[src/rtl/imu_cf_pkg.sv]
`timescale 1ns / 1ps
`default_nettype none

package imu_cf_pkg;

  localparam int CORDIC_STEPS_DEF = 16;

  localparam int IN_W  = 16;
  localparam int ANG_W = 32;
  localparam int CNT_W = 16;
  localparam int WGT_W = 17;

  localparam int CFG_IDX_W  = 2;
  localparam int CFG_DATA_W = 17;
  localparam logic [CFG_IDX_W-1:0] CFG_CALIB_COUNT  = 2'd0;
  localparam logic [CFG_IDX_W-1:0] CFG_BLEND_WEIGHT = 2'd1;

  localparam logic [CNT_W-1:0] CALIB_COUNT_RST  = 16'd1000;
  localparam logic [WGT_W-1:0] BLEND_WEIGHT_RST = 17'd58982;
  localparam logic [WGT_W-1:0] WEIGHT_ONE       = 17'd65536;

  // bias divider: 48-bit dividend, 17-bit divisor, one bit a cycle
  localparam int DVD_W     = 48;
  localparam int DVS_W     = 17;
  localparam int DIV_CNT_W = 6;
  localparam logic [DVS_W-1:0] GYRO_SCALE = 17'd131000;
  // floor(2^48 / 131000), gyro scaling by reciprocal multiply
  localparam logic [31:0] GYRO_RECIP = 32'd2148663944;

  // cordic word widths
  localparam int CX_W       = 27;
  localparam int CZ_W       = 26;
  localparam int ATAN_IDX_W = 5;
  localparam logic signed [CZ_W-1:0] ANGLE_P90 = 26'sd5898240;
  localparam logic signed [CZ_W-1:0] ANGLE_M90 = -26'sd5898240;

  typedef logic [1:0] axis_t;
  localparam axis_t AXIS_ROLL  = 2'd0;
  localparam axis_t AXIS_YAW   = 2'd1;
  localparam axis_t AXIS_PITCH = 2'd2;

  typedef struct packed {
    logic  load;
    logic  cal_acc;
    logic  div_cal;
    logic  div_gyro;
    logic  bias_wr;
    logic  cordic_start;
    logic  path_wr;
    logic  mix_wr;
    logic  est_wr;
    logic  out_load;
    logic  out_cal;
    axis_t axis;
  } cmd_t;

  typedef struct packed {
    logic calib;
    logic div_busy;
    logic cordic_busy;
  } sts_t;

  // atan(2^-i) in q16.16 degrees
  function automatic logic signed [CZ_W-1:0] atan_step(input logic [ATAN_IDX_W-1:0] idx);
    logic signed [CZ_W-1:0] v;
    case (idx)
      5'd0:  v = 26'sd2949120;
      5'd1:  v = 26'sd1740967;
      5'd2:  v = 26'sd919879;
      5'd3:  v = 26'sd466945;
      5'd4:  v = 26'sd234379;
      5'd5:  v = 26'sd117304;
      5'd6:  v = 26'sd58666;
      5'd7:  v = 26'sd29335;
      5'd8:  v = 26'sd14668;
      5'd9:  v = 26'sd7334;
      5'd10: v = 26'sd3667;
      5'd11: v = 26'sd1833;
      5'd12: v = 26'sd917;
      5'd13: v = 26'sd458;
      5'd14: v = 26'sd229;
      5'd15: v = 26'sd115;
      5'd16: v = 26'sd57;
      5'd17: v = 26'sd29;
      5'd18: v = 26'sd14;
      5'd19: v = 26'sd7;
      5'd20: v = 26'sd4;
      5'd21: v = 26'sd2;
      5'd22: v = 26'sd1;
      default: v = 26'sd0;
    endcase
    return v;
  endfunction

  function automatic logic signed [ANG_W-1:0] sat32(input logic signed [35:0] v);
    logic signed [ANG_W-1:0] r;
    if (v > 36'sh0_7FFF_FFFF) begin
      r = 32'sh7FFF_FFFF;
    end else if (v < -36'sh0_8000_0000) begin
      r = 32'sh8000_0000;
    end else begin
      r = v[ANG_W-1:0];
    end
    return r;
  endfunction

endpackage

`default_nettype wire

[src/rtl/imu_cf_ctrl.sv]
`timescale 1ns / 1ps
`default_nettype none

module imu_cf_ctrl
  import imu_cf_pkg::*;
(
  input  wire logic clk,
  input  wire logic rst_n,
  input  wire logic in_valid,
  output logic      in_stall,
  output logic      out_valid,
  input  wire logic out_stall,
  input  wire sts_t sts,
  output cmd_t      cmd
);

  localparam logic [3:0] S_IDLE      = 4'd0;
  localparam logic [3:0] S_CAL_ACC   = 4'd1;
  localparam logic [3:0] S_CAL_DIV   = 4'd2;
  localparam logic [3:0] S_CAL_WAIT  = 4'd3;
  localparam logic [3:0] S_CAL_BIAS  = 4'd4;
  localparam logic [3:0] S_COR_START = 4'd5;
  localparam logic [3:0] S_COR_WAIT  = 4'd6;
  localparam logic [3:0] S_INC_START = 4'd7;
  localparam logic [3:0] S_INC_WAIT  = 4'd8;
  localparam logic [3:0] S_PATH      = 4'd9;
  localparam logic [3:0] S_MIX       = 4'd10;
  localparam logic [3:0] S_EST       = 4'd11;
  localparam logic [3:0] S_OUT       = 4'd12;

  logic [3:0] state_r, state_nxt;
  axis_t      axis_r, axis_nxt;
  logic       calib_r, calib_nxt;
  logic       out_valid_r, out_valid_nxt;
  logic       accept;

  assign in_stall = (state_r != S_IDLE);
  assign accept   = in_valid && !in_stall;

  always_comb begin
    state_nxt     = state_r;
    axis_nxt      = axis_r;
    calib_nxt     = calib_r;
    out_valid_nxt = out_valid_r && out_stall;
    cmd           = '0;
    cmd.axis      = axis_r;
    unique case (state_r)
      S_IDLE: begin
        if (accept) begin
          cmd.load  = 1'b1;
          axis_nxt  = AXIS_ROLL;
          calib_nxt = sts.calib;
          state_nxt = sts.calib ? S_CAL_ACC : S_COR_START;
        end
      end
      S_CAL_ACC: begin
        cmd.cal_acc = 1'b1;
        state_nxt   = S_CAL_DIV;
      end
      S_CAL_DIV: begin
        cmd.div_cal = 1'b1;
        state_nxt   = S_CAL_WAIT;
      end
      S_CAL_WAIT: begin
        if (!sts.div_busy) begin
          state_nxt = S_CAL_BIAS;
        end
      end
      S_CAL_BIAS: begin
        cmd.bias_wr = 1'b1;
        if (axis_r == AXIS_PITCH) begin
          state_nxt = S_OUT;
        end else begin
          axis_nxt  = axis_r + 1'b1;
          state_nxt = S_CAL_DIV;
        end
      end
      S_COR_START: begin
        cmd.cordic_start = 1'b1;
        state_nxt        = S_COR_WAIT;
      end
      S_COR_WAIT: begin
        if (!sts.cordic_busy) begin
          state_nxt = S_INC_START;
        end
      end
      S_INC_START: begin
        cmd.div_gyro = 1'b1;
        state_nxt    = S_INC_WAIT;
      end
      S_INC_WAIT: begin
        if (!sts.div_busy) begin
          state_nxt = S_PATH;
        end
      end
      S_PATH: begin
        cmd.path_wr = 1'b1;
        state_nxt   = S_MIX;
      end
      S_MIX: begin
        cmd.mix_wr = 1'b1;
        state_nxt  = S_EST;
      end
      S_EST: begin
        cmd.est_wr = 1'b1;
        if (axis_r == AXIS_PITCH) begin
          state_nxt = S_OUT;
        end else begin
          axis_nxt  = axis_r + 1'b1;
          state_nxt = S_COR_START;
        end
      end
      S_OUT: begin
        // wait until the output register is free
        if (!out_valid_r || !out_stall) begin
          cmd.out_load  = 1'b1;
          cmd.out_cal   = calib_r;
          out_valid_nxt = 1'b1;
          state_nxt     = S_IDLE;
        end
      end
      default: begin
        state_nxt = S_IDLE;
      end
    endcase
  end

  always_ff @(posedge clk) begin
    if (!rst_n) begin
      state_r     <= S_IDLE;
      axis_r      <= AXIS_ROLL;
      calib_r     <= 1'b0;
      out_valid_r <= 1'b0;
    end else begin
      state_r     <= state_nxt;
      axis_r      <= axis_nxt;
      calib_r     <= calib_nxt;
      out_valid_r <= out_valid_nxt;
    end
  end

  assign out_valid = out_valid_r;

endmodule

`default_nettype wire
[config.mk]
export PLATFORM = sky130hd
export DESIGN_NAME = imu_cf_ctrl
export DESIGN_NICKNAME = d
export VERILOG_FILES = /design/src/rtl/imu_cf_pkg.sv /design/src/rtl/imu_cf_ctrl.sv
export SDC_FILE = /design/constraint.sdc
export NUM_CORES = 1
export LEC_CHECK = 0
export BUFFER_PORTS_ARGS = -buffer_cell sky130_fd_sc_hd__buf_4
export CAP_MARGIN = 20
export CORE_MARGIN = 4
export CORE_UTILIZATION = 45
export CTS_CLUSTER_SIZE = 12
export DETAILED_ROUTE_END_ITERATION = 10
export PLACE_DENSITY = 0.71
export REMOVE_ABC_BUFFERS = 1
export SYNTH_ARGS = -nofsm -noshare
export SYNTH_HDL_FRONTEND = slang
export SYNTH_SLANG_ARGS = --single-unit
[constraint.sdc]
create_clock -name clk -period 5.1 [get_ports clk]
set_clock_uncertainty 0.15 [all_clocks]
set_input_delay 0.255 -clock clk [delete_from_list [all_inputs] [get_ports clk]]
set_output_delay 0.255 -clock clk [all_outputs]
set_load 0.005 [all_outputs]
# Word-level counts from Yosys, hierarchy flattened
# Index checks and enable logic that the tools add are counted.
# W data, S select, Z words.
# totals
reg_bits,8
n_memories,0
romBits,0
latch_bits,0
output_inout_bits,15
mem_bits_rw,0
inputBits,7
# classes
multipliers,0
div_mod_pow,0
n_eq_ne,19
mux,26
bitwise,0
shifts,0
add_sub_neg,1
order_cmp,0
n_reduce_logical,13
# ops
op,n
$pmux W4 S13,1
$mux W4,7
$eq A4 B4 Y1 const B,5
$eq A4 B3 Y1 const B,4
$mux W1,12
$ne A2 B2 Y1 const B,6
$eq A4 B2 Y1 const B,2
$mux W2,4
$reduce_and A5 Y1,1
$eq A4 B1 Y1 const B,1
$logic_not A4 Y1,1
$pmux W2 S2,1
$reduce_bool A4 Y1,1
$logic_not A1 Y1,3
$mux W3,1
$reduce_and A3 Y1,1
$add A2 B1 Y2 const B,1
$eq A2 B2 Y1 const B,1
$logic_and A1 B1 Y1,2
$reduce_and A2 Y1,1
$reduce_bool A2 Y1,1
$reduce_or A2 Y1,1
$logic_or A1 B1 Y1,1

# Logic depth before layout (Yosys ltp)
# Gate-level depths: netlist of the first run.
# depth
ltp_word,5
ltp_mapped,6

# Worst setup path before layout of the first run
# OpenSTA, ideal clock, no wires.
# synth_path
path_type,reg2reg
from,reg axis_r[0]
to,reg axis_r[1]
path_buffers,0
path_slack_ns,3.438
arrival_ns,1.446
synth_period_minus_slack_ns,1.662
setup_time_ns,0.066
stages_incl_launch_ff,7
required_time_ns,4.884
cell_sequence,dfxtp_1 -> inv_1 -> ha_1 -> nand2b_1 -> a211o_1 -> a211o_1 -> a21oi_2
# synth_via
elab_chain_len,3
elab_cells_between_ends,6
classes_between,1 x add/sub; 2 x eq/ne; 2 x mux; 1 x reduce/logical
# synth_lines
element,line,rtl
from (decl),imu_cf_ctrl.sv:32,"axis_t axis_r, axis_nxt;"
from (signal assigned),imu_cf_ctrl.sv:136,axis_r <= axis_nxt;
$add A2 B1 Y2 or $eq A2 B2 Y1 (tied branches),-,
$mux W2 or $ne A2 B2 Y1 (tied branches),-,
$pmux W2 S2 or $reduce_and A3 Y1 (tied branches),-,
# Parallel ways exist; a longest one is shown, timed or not. The select of a mux whose other input is x is not followed.
# A chain may end at the register's enable or synchronous reset.

==> results of run 1 <==
-- registers in the layout, summed over array words and instances, names as in the netlist --
signal and cells:
axis_r 2, calib_r 1, out_valid 1, state_r 4
-- Yosys cell counts, types with 3 or more instances --
master    count
nand2b_1      4
a211o_1       3
a21oi_1       5
a31oi_1       3
nand3_1       6
dfxtp_1       8
nand2_1       5
nor2_1       13
nor3_1        3
and3_1        3
-- cell type report --
type / count / area share (%)
inverter: 2 / 0.860
sequential: 8 / 18.3
multi-input combinational: 75 / 57.9
tap: 16 / 2.29
timing repair buffer: 21 / 18.1
clock buffer: 3 / 2.58
-- stage by stage --
step	total power, mW	area (sq um)	hold WS (ns)	setup WS [ns]
after detailed placement	0.376	851	0.353	3.21
final	0.424	873	0.122	3.12
after CTS	0.427	873	0.115	3.13
after floorplan	0.294	673	0.252	3.43
after global routing	0.462	873	0.128	3.02
after global placement	0.372	851	0.340	3.23
-- path summary, 6_finish.rpt --
path                endpoint  slack (ns)  cells after the start
hold / removal       calib_r        0.12                      3
setup / recovery      cmd[2]        3.12                      3
hold reg to reg      calib_r        0.36                      2
setup reg to reg  state_r[2]        3.18                      4
-- per-layer routing --
layer / track usage [%] / vias up
li1: - / 371
met2: 29.3 / 21
met3: 6.77 / 0
met1: 22.7 / 351
met4: 0 / 0
met5: 0 / -
-- logic make-up (layout without fill, tap and decap cells) --
kind of cell	Yosys count	after routing	synth area share, %
and+or+nand+nor	48	48	41.4
AOI/OAI and AO/OA	23	23	22.9
DFF	8	8	22.4
buffers and inverters	7	26	6.99
adders and majority gates	2	2	3.50
muxes	2	2	2.80
-- worst min-delay path, delay by kind of cell --
| family | cells | cell delay, ns |
|---|---|---|
| AND/OR/NAND/NOR | 1 | 0.08 |
| buffers and inverters | 1 | 0.09 |
| multiplexers | 1 | 0.06 |
-- report_power, final --
part / internal (mW) / switching (mW)
registers: 0.0792 / 0.0644
clock network: 0.0269 / 0.0214
logic: 0.128 / 0.104
total: 0.234 / 0.190
==> flow_summary.yaml, run 1 <==
status:
  status: "complete, no violations"
synthesis:
  syn_area_per_cell_sq_um: 7.95
  synth_top_cell_by_area: "dfxtp_1"
  synth_area_sq_um: 716
  synth_async_sr_flop_share_pct: 0
  yosys_warnings: 0
  synth.area.top_cells: "dfxtp_1, nor2_1, nand3_1"
  synth_edf_count: 0
  syn_inst: 90
  ys.flop_type: "dfxtp_1"
  synth_top_area_share_pct: 22.4
  synth.ff_latch_count: 8
  ys_types: 38
  seq_area_frac_synth_pct: 22.4
layout:
  most-common-layout-cells: "buf_4, nor2_1, dfxtp_1"
  seq_area_sq_um: 160
  final_core_util_pct: 58.0
  drive_above_1_share_pct: 33.9
  fill_cells: 159
  final_cells: 125
  multiInputGateArea_sq_um: 505
  area_growth_pct: 22.0
  nets: 120
  final_common_cell: "buf_4"
  num_antenna_cells: 0
die:
  coreArea_sq_um: 1510
  die-area_sq_um: 2290
  start_util_pct: 47.5
  row_count: 14
  die_x_um: 47.9
  io_pins: 22
  die_h_um: 47.9
setup_path:
  worstPathCellList: "and4bb_2, and3_1, buf_4"
  cp-start-kind: "flip-flop"
  worst-path-buf-inv: 1
  timing.critical_path.max_delay_family: "flip-flops"
  cp_slowest_stage_delay_ns: 0.73
  reg2reg_from: "state_r[3]"
  required_ns: 4.70
  end_kind: "output pin"
  crit_slowest_cell: "dfxtp_1"
  worstPathMaxFanout: 18
  path_class: "reg -> out"
  critPathLaunch: "state_r[3]"
  cp.arrival_ns: 1.58
grt:
  grt_start_max_net_pins: 19
  grt_antenna_before_repair: 0
  grt_overflow: 0
  grtUsageTotal_pct: 17.5
  grt_pass1_vias: 660
  grt_pass1_wl_um: 2850
detailed_routing:
  ant_nets: 0
  wl_met2_um: 908
  wl_per_cell_um: 14.1
  dr.pass1.iters: 4
  route.met3.wl_um: 89
  wl_met1_um: 768
  drt_iter0_drc: 12
  routed.top_layer: "met3"
  vias: 743
  via_per_inst: 5.94
  drc_errors: 0
  drt_wl_total_um: 1770
placed_design:
  placed_cells: 122
  hpwl_um: 1340
  place.port_buffers: 21
  place_congestion: 0.804
sta:
  tightestPinTransition_ns: 0.643
  fmax_mhz: 504
  hold_viol: 0
  relSlewSlack_pct: 57.1
  finalSetupViolCount: 0
  min_period_ns: 1.98
  period_share_pct: 38.9
  rsz0062_at_grt: "false"
  final_max_slew_viol_count: 0
  fin_tns_setup_ns: 0
clock_tree:
  clock_latency_ns: 0.25
  clk_pin_slew_ns: 0.05
  ctsLongestPathBuffers: 2
  htreeDepth: 1
  cts_resized: 0
  clockRootBuffer: "clkbuf_4"
  cts_setup_buffers: 0
  clock_sinks: 8
  postCtsHoldBufs: 0
  numCtsBuffers: 3
  cts_tree: "done"
pwr:
  ir_drop_mv: 0.232
  powerDensity_nw_per_um2: 486
  p_leak_nw: 0.375
worst_hold_path:
  hold_start: "sts[2]"
  min_path_type: "in -> reg"
job:
  drv_cap: 0
Note: power is estimated with default switching activity, not from simulation.
==> run 2: changes to the inputs <==
--- a/config.mk
+++ b/config.mk
@@ -5,13 +5,14 @@
 export SDC_FILE = /design/constraint.sdc
 export NUM_CORES = 1
 export LEC_CHECK = 0
+export ABC_AREA = 1
 export BUFFER_PORTS_ARGS = -buffer_cell sky130_fd_sc_hd__buf_4
 export CAP_MARGIN = 20
 export CORE_MARGIN = 4
 export CORE_UTILIZATION = 45
 export CTS_CLUSTER_SIZE = 12
 export DETAILED_ROUTE_END_ITERATION = 10
-export PLACE_DENSITY = 0.71
+export PLACE_DENSITY = 0.72
 export REMOVE_ABC_BUFFERS = 1
 export SYNTH_ARGS = -nofsm -noshare
 export SYNTH_HDL_FRONTEND = slang
==> constraint.sdc (replaced) <==
create_clock -name clk -period 2.06 [get_ports clk]
set_clock_uncertainty 0.15 [all_clocks]
set_input_delay 0.103 -clock clk [delete_from_list [all_inputs] [get_ports clk]]
set_output_delay 0.103 -clock clk [all_outputs]
set_load 0.005 [all_outputs]
==> flow_summary.yaml, run 2 <==
status:
  status: "complete, no violations"
synthesis:
  synth_top_area_share_pct: 23.8
  synth_area_sq_um: 672
  synth_async_sr_flop_share_pct: 0
  synth_most_common_cell: "nor2_1"
  synth_edf_count: 0
  yosys_warnings: 0
  syn_area_per_cell_sq_um: 5.95
  syn_inst: 113
  synth.area.top_cells: "dfxtp_1, nor2_1, nand2_1"
  synth.ff_latch_count: 8
  ys.flop_type: "dfxtp_1"
  synthTopCellsByCount: "nor2_1, nand2_1, inv_1"
  synth_top_cell_by_area: "dfxtp_1"
  ys_types: 19
  seq_area_frac_synth_pct: 23.8
setup_path:
  worst-path-buf-inv: 2
  cp_slowest_stage_delay_ns: 0.54
  required_ns: 2.07
  reg2reg_from: "state_r[3]"
  r2r_cells: 7
  cp.arrival_ns: 1.91
  path_class: "reg -> reg"
  r2r_slack_ns: 0.15
  worstPathMaxFanout: 7
  cp-start-kind: "flip-flop"
  end_kind: "flip-flop"
  crit_slowest_cell: "dlygate4sd3_1"
  timing.critical_path.max_delay_family: "buffers and inverters"
  worstPathCellList: "nor2_2, nand2_2, inv_1, nand2_1, o21ai_0, a21oi_1, dlygate4sd3_1"
  r2r_end: "calib_r"
grt:
  grtUsageTotal_pct: 19.0
  grt_start_max_net_pins: 9
  grt_antenna_before_repair: 0
  grt_pass1_vias: 714
  busiest_layer: "met2"
  grt_overflow: 0
  grt_use_met1_pct: 23.8
  grt_pass1_wl_um: 2940
  grt.met3_usage_pct: 5.86
  met2_usage_pct: 29.9
die:
  start_util_pct: 49.8
  die-area_sq_um: 2180
  io_pins: 22
  die_x_um: 46.6
  row_count: 13
  die_h_um: 46.6
  coreArea_sq_um: 1350
detailed_routing:
  via_per_inst: 4.94
  drt_wl_total_um: 1690
  wl_per_cell_um: 10.8
  vias: 771
  dr.pass1.iters: 5
  drt_iter0_drc: 37
  ant_nets: 0
  drc_errors: 0
worst_hold_path:
  min_path_type: "in -> reg"
  hold_end: "state_r[2]"
  hold_start: "sts[0]"
  hold_depth: 5
clock_tree:
  cts_setup_buffers: 0
  ctsLongestPathBuffers: 2
  clk_pin_slew_ns: 0.06
  cts_tree: "done"
  numCtsBuffers: 3
  clock_sinks: 8
  clockRootBuffer: "clkbuf_4"
  htreeDepth: 1
  cts_resized: 0
  clock_latency_ns: 0.27
sta:
  hold_viol: 0
  min_period_ns: 1.91
  period_share_pct: 92.5
  relSlewSlack_pct: 80.4
  fmax_mhz: 525
  final_max_slew_viol_count: 0
  tightestPinTransition_ns: 0.293
  finalSetupViolCount: 0
  fin_tns_setup_ns: 0
  rsz0062_at_grt: "false"
  fin_hold_ws_ns: 0.0913
pwr:
  ir_drop_mv: 0.664
  p_leak_nw: 0.530
  powerDensity_nw_per_um2: 1280
job:
  drv_cap: 0
layout:
  num_antenna_cells: 0
  largest_register_ffs: 4
  fill_cells: 124
  most-common-layout-cells: "nor2_1, nand2_1, buf_4"
  nets: 152
  largest_register: "state_r"
  final_common_cell: "nor2_1"
  reg.largest.list: "state_r: 4 flops, axis_r: 2 flops"
  drive_above_1_share_pct: 28.4
  multiInputGateArea_sq_um: 433
  area_growth_pct: 35.9
  seq_area_sq_um: 160
placed_design:
  hpwl_um: 1310
  place.port_buffers: 21
  place_congestion: 0.882
run 2: cell families after synthesis:
family | after synthesis | synth area share (%)
simple gates | 71 | 51.8
buf+inv | 20 | 11.7
compound gates | 12 | 8.94
flops | 8 | 23.8
fa+ha+maj | 2 | 3.72
run 2: cell type report:
type	count	area share, %
Multi-Input combinational cell	85	47.4
Sequential cell	8	17.5
Clock buffer	3	2.47
Inverter	19	7.81
Timing Repair Buffer	26	22.7
Tap cell	15	2.05
run 2: power breakdown:
group | internal [mW] | switching, mW
logic | 0.312 | 0.428
clock network | 0.0674 | 0.0636
registers | 0.209 | 0.0847
total | 0.589 | 0.576
run 2: layer usage:
metal	routed length (um)	up-vias
met2	822	27
met3	131	2
met4	7	0
li1	-	410
met1	730	332
met5	0	-
run 2: worst max-delay path by stage:
stage                     startpoint    endpoint  slack (ns)  cells after the start
after detailed placement  state_r[2]   axis_r[0]        0.48                      7
after global placement    state_r[0]  state_r[2]        0.60                      7
final                     state_r[3]     calib_r        0.15                      7
after CTS                 state_r[3]     calib_r        0.18                      7
after floorplan           state_r[2]   axis_r[0]        0.69                      7
after global routing      state_r[3]     calib_r        0.07                      7
run 2: worst reg2reg max path: cells and delay by family (launching register included):
kind	cells	cell delay (ns)
flip-flops	1	0.39
buffers and inverters	2	0.60
AND/OR/NAND/NOR	3	0.44
AO/OA/AOI/OAI	2	0.21
run 2: through the flow:
stage / area [sq um] / setup WS [ns] / total power, mW / util, % / cells
floorplan: 664 / 0.688 / 0.800 / - / 112
global placement: 841 / 0.596 / 1.01 / 62.3 / 148
detailed placement: 841 / 0.476 / 1.02 / 62.3 / 148
CTS: 913 / 0.184 / 1.17 / 67.7 / 156
global route: 913 / 0.0721 / 1.30 / 67.7 / 156
finish: 913 / 0.154 / 1.17 / 67.7 / 156
run 2: repair_timing:
| action | 4_1_cts | 5_1_grt |
|---|---|---|
| hold endpoints to repair | 6 | 0 |
| setup endpoints to repair | 0 | 0 |
| hold buffers | 5 | 0 |
